[config.mk]
export PLATFORM = sky130hd
export DESIGN_NAME = gni_ram
export DESIGN_NICKNAME = d
export VERILOG_FILES = /design/src/hw/rtl/gni_ram.sv
export SDC_FILE = /design/constraint.sdc
export NUM_CORES = 1
export LEC_CHECK = 0
export ABC_AREA = 0
export BUFFER_PORTS_ARGS = -buffer_cell sky130_fd_sc_hd__buf_2
export CAP_MARGIN = 15
export CELL_PAD_IN_SITES_DETAIL_PLACEMENT = 1
export CELL_PAD_IN_SITES_GLOBAL_PLACEMENT = 1
export CORE_MARGIN = 1.5
export CORE_UTILIZATION = 44
export DETAILED_ROUTE_END_ITERATION = 8
export PLACE_DENSITY_LB_ADDON = 0.1
export SKIP_LAST_GASP = 1
export SLEW_MARGIN = 40
export SYNTH_ARGS = -nofsm -noshare
export SYNTH_HDL_FRONTEND = slang
export SYNTH_SLANG_ARGS = --single-unit
[constraint.sdc]
create_clock -name clk -period 2.45 [get_ports clk]
set_input_delay 0.49 -clock clk [delete_from_list [all_inputs] [get_ports clk]]
set_output_delay 0.49 -clock clk [all_outputs]
set_load 0.02 [all_outputs]
[src/hw/rtl/gni_ram.sv]
// ----------------------------------------------------------------------------
// gni_ram
// single port synchronous ram with registered read
// ----------------------------------------------------------------------------
module gni_ram #(
    parameter int WIDTH = 8,
    parameter int DEPTH = 16
) (
    input  logic                     clk,
    input  logic                     we,
    input  logic [$clog2(DEPTH)-1:0] addr,
    input  logic [WIDTH-1:0]         wdata,
    output logic [WIDTH-1:0]         rdata
);

    logic [WIDTH-1:0] mem [DEPTH];

    always_ff @(posedge clk)
    begin
        if (we)
        begin
            mem[addr] <= wdata;
        end
        rdata <= mem[addr];
    end

endmodule

==> results of run 1 <==
## synth_stat cells
| master | instances |
|---|---|
| edfxtp_1 | 128 |
| buf_1 | 4 |
| nor2_1 | 13 |
| nand3b_1 | 2 |
| dfxtp_1 | 8 |
| nand2b_1 | 2 |
| a22oi_1 | 16 |
| clkbuf_2 | 1 |
| clkbuf_1 | 2 |
| buf_2 | 2 |
| or3b_2 | 1 |
| buf_6 | 2 |
| and2_1 | 1 |
| mux4_2 | 32 |
| nor2b_1 | 2 |
| nand3_1 | 1 |
| nor3_1 | 4 |
| nand2_1 | 9 |
## final cells by class
cell class | count | area (µm²) | share of cell area [%]
Clock buffer | 21 | 470 | 7.59
Clock inverter | 11 | 240 | 3.88
Timing Repair Buffer | 45 | 298 | 4.81
Sequential cell | 136 | 4000 | 64.6
Multi-Input combinational cell | 83 | 1000 | 16.2
Tap cell | 143 | 179 | 2.89
## layer usage
metal	wire length, µm	global-route usage [%]
met1	4320	24.3
met2	4960	29.5
met3	371	5.47
met4	127	7.69
met5	0	0
## where the power goes
group,leakage [nW],internal [mW],total [mW],switching [mW]
logic,0.523,0.107,0.261,0.154
clock network,0.344,2.09,3.01,0.912
registers,1.22,2.60,2.62,0.0162
## how the worst min path moves through the flow
stage	start	end	slack, ps	depth (start not counted)
2_1_floorplan	wdata[0]	mem[0][0]$_DFFE_PP_	590	0
3_3_place_gp	mem[15][6]$_DFFE_PP_	rdata[6]$_DFF_P_	650	3
3_5_place_dp	mem[15][4]$_DFFE_PP_	rdata[4]$_DFF_P_	670	3
4_1_cts	wdata[4]	mem[0][4]$_DFFE_PP_	450	1
5_1_grt	wdata[4]	mem[8][4]$_DFFE_PP_	460	1
6_report	wdata[0]	mem[6][0]$_DFFE_PP_	470	1
## kinds of logic after synthesis
| family | count (synthesis) | synth area share (%) |
|---|---|---|
| buffers and inverters | 11 | 1.19 |
| muxes | 32 | 14.2 |
| DFF | 136 | 79.0 |
| AOI/OAI and AO/OA | 16 | 2.37 |
| and+or+nand+nor | 35 | 3.21 |
## through the flow
step | instances | power, mW
final | 439 | 5.89
after global routing | 439 | 6.06
after CTS | 439 | 5.95
after detailed placement | 407 | 2.93
after global placement | 407 | 2.92
after floorplan | 230 | 2.81
## sequential cells by signal, indices dropped and copies added, names as in the netlist
name,count
mem,128
rdata,8
## worst register-to-register path, cell delays in order, from the launching register on
cell	delay (ps)
edfxtp_1	380
mux4_2	490
a22oi_1	240
nand2_1	90
==> metrics.md, run 1 <==
| Metric | Value |
|---|---|
| Syn avg cell area | `22.0 µm²` |
| Flop2flop setup slack | `1120 ps` |
| Post-DP HPWL | `6600 µm` |
| Drt first-iter violations | `215` |
| Die W | `110 µm` |
| Hold-fix buffers, CTS | `0` |
| Clock Sinks | `136` |
| # IOs | `22` |
| Drt drc | `0` |
| DP Worst Slack | `305 ps` |
| PwrDens | `950 nW/µm²` |
| Final Worst Setup Slack | `732 ps` |
| Worst-Skew Late Latency | `420 ps` |
| Most frequent cells in the layout | `edfxtp_1 (128), mux4_2 (32), buf_4 (23)` |
| Die footprint | `12,200 µm²` |
| Row Count | `39` |
| H-tree depth | `4` |
| RSZ-0062 raised after global routing | `no` |
| Slew Limit Fails | `0` |
| Layout net count | `297` |
| Number of global-route vias before repair | `2,626` |
| Post-layout util | `54.7%` |
| Post-synthesis net count | `244` |
| Routed WL | `9780 µm` |
| Largest net degree at the start of global routing | `19` |
| Final Hold Vio Count | `0` |
| Critical path buffers and inverters | `2` |
| Area share of the largest cell type after synthesis | `75.9%` |
| Initial core utilization | `44.8%` |
| Average wire per standard cell | `22.3 µm` |
| Critical path startpoint | `addr[0]` |
| Cells after Synth | `230` |
| Worst-path maximum fanout | `11` |
| CP max stage delay | `520 ps` |
| Yosys Warn Count | `0` |
| Worst setup path endpoint | `rdata[3]$_DFF_P_` |
| Period utilisation layout | `70.1%` |
| Yosys reg bits | `136` |
| Die Height | `110 µm` |
| Setup CP Type | `in2reg` |
| Worst-Margin Slew | `765 ps` |
| Crit end category | `flop` |
| Synthesized area | `5070 µm²` |
| WP depth | `5` |
| Reg2reg end | `rdata[2]$_DFF_P_` |
| Number of distinct library cells after synthesis | `18` |
| CP cell instances | `buf_2 -> buf_4 -> mux4_2 -> a22oi_1 -> nand2_1` |
| Worst R2R Path Depth | `3` |
| Reg2reg start | `mem[10][2]$_DFFE_PP_` |
| Biggest area consumer among synthesized cells | `edfxtp_1` |
| Crit path time final | `1720 ps` |
| GP Congestion | `0.692` |
| Overflow after GRT | `0` |
| First-pass GRT wire length | `15,300 µm` |
| Vias per cell | `5.41` |
| Leakage | `2.09 nW` |
| Final hold slack | `465 ps` |
| Initial antenna violation count | `0` |
| Worst Skew | `10.4 ps` |
| Critical path's slowest cell | `mux4_2` |
| Routed via count | `2,374` |
| Total global-route track usage | `18.6%` |
| # resized after CTS | `0` |
| Worst min-delay path category | `in2reg` |
| Routed Antenna Nets | `0` |
| CTS clock-pin slew for the worst setup and hold paths | `60 ps` |
| Post-CTS Setup Inserts | `0` |
| Ant. Diodes | `0` |
| VDD IR-drop max | `511 µV` |
| CTS buffer count | `17` |
| Area Growth Syn to Fin | `22.2%` |
| Status | `completed` |
| Startpoint types | `input port` |
| Area contributors post-synth | `edfxtp_1 (76%), mux4_2 (14%), dfxtp_1 (3.2%)` |
| Commonest non-fill, non-tap cell in the layout | `edfxtp_1` |
| Crit path required time | `2750 ps` |
| CP arrival | `2020 ps` |
| MaxCap Viol Count | `0` |
| Max_slew headroom | `48.8%` |
| Share of post-route cells with drive strength above 1 | `36.8%` |
| CTS tree | `done` |
| Port-buffer cells | `21` |
| Core area | `11,300 µm²` |
| # setup viols final | `0` |
| Crit path max-delay family | `buffers and inverters` |
| Placement Cell Area | `5480 µm²` |
| Setup TNS | `0 ps` |
| Sequential area share after synthesis | `79.0%` |
| Final instance area | `6190 µm²` |
| # fillers | `1,013` |
| TritonRoute pass-1 iters | `4` |
| Fmax | `0.582 GHz` |
| Root buffer cell | `clkbuf_16` |
| Max clock buf depth | `2` |
Note: power is estimated with default switching activity, not from simulation.
==> run 2, diff against run 1 <==
--- a/config.mk
+++ b/config.mk
@@ -5,7 +5,7 @@
 export SDC_FILE = /design/constraint.sdc
 export NUM_CORES = 1
 export LEC_CHECK = 0
-export ABC_AREA = 0
+export ABC_AREA = 1
 export BUFFER_PORTS_ARGS = -buffer_cell sky130_fd_sc_hd__buf_2
 export CAP_MARGIN = 15
 export CELL_PAD_IN_SITES_DETAIL_PLACEMENT = 1
==> constraint.sdc (replaced) <==
create_clock -name clk -period 1.7 [get_ports clk]
set_input_delay 0.34 -clock clk [delete_from_list [all_inputs] [get_ports clk]]
set_output_delay 0.34 -clock clk [all_outputs]
set_load 0.02 [all_outputs]
==> run 2 against run 1 <==
Clock skew shrank 3.7 ps. Sequential share of layout area down 3.5 points. Critical path depth shrank 4. Combinational power rose by 93%. Global-route usage rose by 5.2 points. First-iteration DRC count decreased by 13%. Largest cell class unchanged.
==> metrics.md, run 2 <==
| Metric | Value |
|---|---|
| Status | `completed` |
| Port-buffer cells | `21` |
| Worst min-delay path category | `in2reg` |
| Final hold slack | `353 ps` |
| Hold Path Cell Cnt | `1` |
| Area Growth Syn to Fin | `17.1%` |
| CTS tree | `done` |
| Root buffer cell | `clkbuf_16` |
| Commonest non-fill, non-tap cell in the layout | `nand2_1` |
| Die W | `116 µm` |
| Max_slew headroom | `70.9%` |
| Drt drc | `0` |
| # fillers | `1,407` |
| TritonRoute pass-1 iters | `4` |
| CP cell instances | `buf_2` |
| # resized after CTS | `0` |
| Worst-path maximum fanout | `1` |
| Period utilisation layout | `73.8%` |
| CTS clock-pin slew for the worst setup and hold paths | `60 ps` |
| Row Count | `41` |
| # IOs | `22` |
| Setup CP Type | `reg2out` |
| Vias per cell | `4.90` |
| Synth top cells by count | `nand2_1 (346), edfxtp_1 (128), inv_1 (21), nor2_1 (18), buf_2 (12)` |
| Critical path buffers and inverters | `1` |
| Routed WL | `14,300 µm` |
| PwrDens | `1160 nW/µm²` |
| WP depth | `1` |
| Startpoint types | `flop` |
| Worst-Margin Slew | `437 ps` |
| Worst Skew | `6.64 ps` |
| Initial core utilization | `44.7%` |
| Post-synthesis net count | `562` |
| Share of post-route cells with drive strength above 1 | `12.8%` |
| Post-synth ARST share | `0%` |
| Ys flop type | `edfxtp_1` |
| Total global-route track usage | `23.8%` |
| Crit path time final | `1250 ps` |
| CTS buffer count | `17` |
| Syn avg cell area | `10.2 µm²` |
| MaxCap Viol Count | `0` |
| Initial antenna violation count | `0` |
| Layout net count | `610` |
| Routed Antenna Nets | `0` |
| Post-CTS Setup Inserts | `0` |
| Fmax | `0.798 GHz` |
| GP Congestion | `0.812` |
| Overflow after GRT | `0` |
| Average wire per standard cell | `18.3 µm` |
| Sequential area share after synthesis | `71.6%` |
| Number of global-route vias before repair | `4,048` |
| DP Worst Slack | `135 ps` |
| Area share of the largest cell type after synthesis | `68.7%` |
| Yosys Warn Count | `0` |
| Area of the multi-input gates | `1390 µm²` |
| Register bank with the most flops | `mem` |
| CP arrival | `910 ps` |
| Hold-fix buffers, CTS | `0` |
| Final Worst Setup Slack | `446 ps` |
| Yosys reg bits | `136` |
| Slew Limit Fails | `0` |
| Worst-Skew Late Latency | `420 ps` |
| Dpl cells | `749` |
| Biggest area consumer among synthesized cells | `edfxtp_1` |
| Cells after Synth | `548` |
| Routed via count | `3,822` |
| Post-DP HPWL | `8990 µm` |
| Max clock buf depth | `2` |
| RSZ-0062 raised after global routing | `no` |
| Critical path's slowest cell | `dfxtp_1` |
| Largest net degree at the start of global routing | `33` |
| Leakage | `2.84 nW` |
| Top-count cell post-synth | `nand2_1` |
| Clock Sinks | `136` |
| Die footprint | `13,400 µm²` |
| CP max stage delay | `330 ps` |
| Number of flops mapped to enable cells by yosys | `128` |
| Drt first-iter violations | `186` |
| Setup TNS | `0 ps` |
| Core area | `12,500 µm²` |
| Regs by FF count | `mem: 128 flops, rdata: 8 flops` |
| First-pass GRT wire length | `22,400 µm` |
| Crit path required time | `1360 ps` |
| Ant. Diodes | `0` |
| # setup viols final | `0` |
| Most frequent cells in the layout | `nand2_1 (346), edfxtp_1 (128), buf_4 (28)` |
| Crit path max-delay family | `flip-flops` |
| Register area | `4000 µm²` |
| Number of distinct library cells after synthesis | `11` |
| Total power | `7.57 mW` |
| Largest register FFs | `128` |
| Crit end category | `output port` |
| Synthesized area | `5590 µm²` |
| Area contributors post-synth | `edfxtp_1 (69%), nand2_1 (23%), dfxtp_1 (2.9%)` |
| VDD IR-drop max | `820 µV` |
| Cell Count, Final, Fillers Out | `780` |
| Die Height | `116 µm` |
| Final Hold Vio Count | `0` |
| H-tree depth | `4` |
| Worst R2R Path Depth | `8` |
[run 2: kinds of logic (layout without fill, tap and decap cells)]
group / count (synthesis) / after routing / synth area share [%]
buffers and inverters: 44 / 104 / 3.62
AND/OR/NAND/NOR: 368 / 368 / 24.8
flip-flops: 136 / 136 / 71.6
[run 2: worst paths after layout]
path | from | end | slack [ps]
min | wdata[6] | mem[12][6]$_DFFE_PP_ | 350
max reg2reg | mem[5][0]$_DFFE_PP_ | rdata[0]$_DFF_P_ | 650
min reg2reg | mem[8][0]$_DFFE_PP_ | rdata[0]$_DFF_P_ | 720
max | rdata[4]$_DFF_P_ | rdata[4] | 450
[run 2: area by class of cell]
class | instances | share of cell area (%)
Clock buffer | 20 | 6.67
Clock inverter | 11 | 1.28
Inverter | 23 | 1.32
Multi-Input combinational cell | 368 | 21.2
Sequential cell | 136 | 61.2
Tap cell | 172 | 3.29
Timing Repair Buffer | 50 | 5.12
[run 2: report_power, final]
group | total, mW | internal [mW] | leakage, nW | switching, mW
clock network | 3.30 | 1.97 | 0.256 | 1.32
registers | 3.77 | 3.75 | 1.22 | 0.0212
logic | 0.505 | 0.139 | 1.36 | 0.365
total | 7.57 | 5.86 | 2.84 | 1.71
[run 2: metrics by stage]
stage	util, %	area, µm²
floorplan	-	5590
global placement	48.2	6030
detailed placement	48.2	6030
CTS	52.3	6550
global route	52.3	6550
finish	52.3	6550
[run 2: per-layer routing]
metal,track usage [%],vias up,wire (µm)
met4,9.19,0,206
met3,5.39,17,466
met2,40.1,67,7200
li1,-,1846,-
met5,0,-,0
met1,30.1,1892,6400
==> run 3, diff against run 2 <==
==> constraint.sdc (replaced) <==
create_clock -name clk -period 1.15 [get_ports clk]
set_input_delay 0.23 -clock clk [delete_from_list [all_inputs] [get_ports clk]]
set_output_delay 0.23 -clock clk [all_outputs]
set_load 0.02 [all_outputs]
==> run 3 against run 2 <==
Worst setup slack worse by 430 ps. Sequential cell count stayed put. Non-clock buffer count is 7 lower. Wire length is 1.3% lower. Die area stayed put. Clock power is 64% higher. Critical path depth stayed put. Count of clock-buffer cells in the layout is 3 lower. Combinational power is 68% higher. Sequential power is 48% higher. Final cell count is 0.77% lower. Global-route usage is 0.75 points lower.
==> metrics.md, run 3 (synthesis results as in run 2) <==
| Metric | Value |
|---|---|
| Period utilisation layout | `98.5%` |
| RSZ-0062 raised after global routing | `no` |
| Worst-Margin Slew | `427 ps` |
| Post-DP HPWL | `9200 µm` |
| Top layer in use | `met4` |
| Max_slew headroom | `71.5%` |
| Setup TNS | `0 ps` |
| Port-buffer cells | `21` |
| VDD IR-drop max | `1360 µV` |
| Gate power share | `7.2%` |
| Die footprint | `13,400 µm²` |
| Crit path time final | `1130 ps` |
| Routed WL | `14,100 µm` |
| Die Height | `116 µm` |
| CTS clock-pin slew for the worst setup and hold paths | `60 ps` |
| Crit end category | `output port` |
| Die W | `116 µm` |
| Routed via count | `3,758` |
| Final instance area | `6850 µm²` |
| Row Count | `41` |
| CTS buffer count | `17` |
| Max clock buf depth | `2` |
| Fmax | `0.883 GHz` |
| Placement Cell Area | `6260 µm²` |
| Number of global-route vias before repair | `3,846` |
| Area Growth Syn to Fin | `22.5%` |
| Total power | `11.8 mW` |
| Clock Sinks | `136` |
| CP arrival | `900 ps` |
| Hold-fix buffers, CTS | `0` |
| Commonest non-fill, non-tap cell in the layout | `nand2_1` |
| Slew Limit Fails | `0` |
| Crit path max-delay family | `flip-flops` |
| Initial core utilization | `44.7%` |
| Critical path's slowest cell | `dfxtp_1` |
| Average wire per standard cell | `18.2 µm` |
| Flop pwr share | `47.1%` |
| Worst Skew | `5.69 ps` |
| Overflow after GRT | `0` |
| WL met3 | `631 µm` |
| Cell Int Power | `9.16 mW` |
| Startpoint types | `flop` |
| Post-CTS Setup Inserts | `0` |
| Routed Antenna Nets | `0` |
| First-pass GRT wire length | `21,700 µm` |
| Largest register FFs | `128` |
| Most frequent cells in the layout | `nand2_1 (346), edfxtp_1 (128), inv_1 (19), buf_2 (19), nor2_4 (18)` |
| CTS tree | `done` |
| Core area | `12,500 µm²` |
| Status | `completed` |
| GP Congestion | `0.748` |
| Root buffer cell | `clkbuf_16` |
| # IOs | `22` |
| Setup CP Type | `reg2out` |
| Critical path buffers and inverters | `1` |
| DR WL met2 | `6940 µm` |
| Drt drc | `0` |
| Cell Count, Final, Fillers Out | `774` |
| # setup viols final | `0` |
| CP max stage delay | `310 ps` |
| Layout net count | `603` |
| Register bank with the most flops | `mem` |
| WL met1 | `6350 µm` |
| MaxCap Viol Count | `0` |
| Ant. Diodes | `0` |
| Final Hold Vio Count | `0` |
| PwrDens | `1730 nW/µm²` |
| Worst min-delay path category | `in2reg` |
| Leakage | `2.86 nW` |
| Regs by FF count | `mem: 128 flops, rdata: 8 flops` |
| Share of post-route cells with drive strength above 1 | `16.4%` |
| Switching power | `2.67 mW` |
| Net Sw Frac | `22.6%` |
| Drt first-iter violations | `202` |
| Largest net degree at the start of global routing | `23` |
| H-tree depth | `4` |
| Vias per cell | `4.86` |
| Clock network power share | `45.7%` |
| Total global-route track usage | `23.0%` |
| Crit path required time | `920 ps` |
| TritonRoute pass-1 iters | `4` |
| CP cell instances | `buf_2` |
| Worst-path maximum fanout | `1` |
| Dpl cells | `742` |
| Worst-Skew Late Latency | `430 ps` |
| Initial antenna violation count | `0` |
[run 3: changes by cell type in the layout (fill, tap and decap cells not counted), moves of 3 or more]
cell | previous run | this run
nand3_1 | 4 | 0
clkbuf_1 | 3 | 0
nand3_4 | 0 | 4
buf_12 | 1 | 7
nor2_4 | 0 | 18
buf_4 | 28 | 17
clkinvlp_4 | 2 | 5
nor2_1 | 18 | 0
[run 3: per-layer routing]
layer  vias to the layer above  global-route usage, %
met5                         -                      0
met4                         0                   8.05
met3                        11                   5.39
met2                        82                   37.4
met1                      1824                   30.7
li1                       1841                      -
[run 3: what timing repair did]
item	in CTS	in global routing
setup endpoints to repair	1	1
resized for setup	1	1
hold endpoints to repair	0	0
[run 3: area by class of cell]
cell class                 instances  area, µm²
inverter                          23        111
clock buffer                      17        425
tap                              172        215
sequential                       136       4000
clock inverter                    15        160
fill                            1398       5670
multi-input combinational        368       1570
timing repair buffer              43        363
[run 3: power by group through the flow]
stage / Combinational (mW) / Sequential [mW] / Clock (mW)
6_report: 0.849 / 5.57 / 5.40
5_1_grt: 0.942 / 5.58 / 5.66
4_1_cts: 0.861 / 5.57 / 5.49
3_5_place_dp: 0.851 / 5.68 / 0
3_3_place_gp: 0.835 / 5.67 / 0
2_1_floorplan: 0.462 / 5.71 / 0
[run 3: final timing paths]
path                   startpoint                   end  slack [ps]  cells after the start
min reg2reg  mem[12][7]$_DFFE_PP_      rdata[7]$_DFF_P_         710                      8
max reg2reg   mem[7][3]$_DFFE_PP_      rdata[3]$_DFF_P_         120                      8
max              rdata[2]$_DFF_P_              rdata[2]          20                      1
min                      wdata[7]  mem[15][7]$_DFFE_PP_         250                      1
[run 3: metrics by stage]
step	utilization (%)	setup WS, ps	hold slack, ps
after floorplan	-	-31.1	329
after global placement	50.0	-309	645
after detailed placement	50.0	-339	647
after CTS	54.7	4.49	242
after global routing	54.7	0.865	254
final	54.7	17.8	248
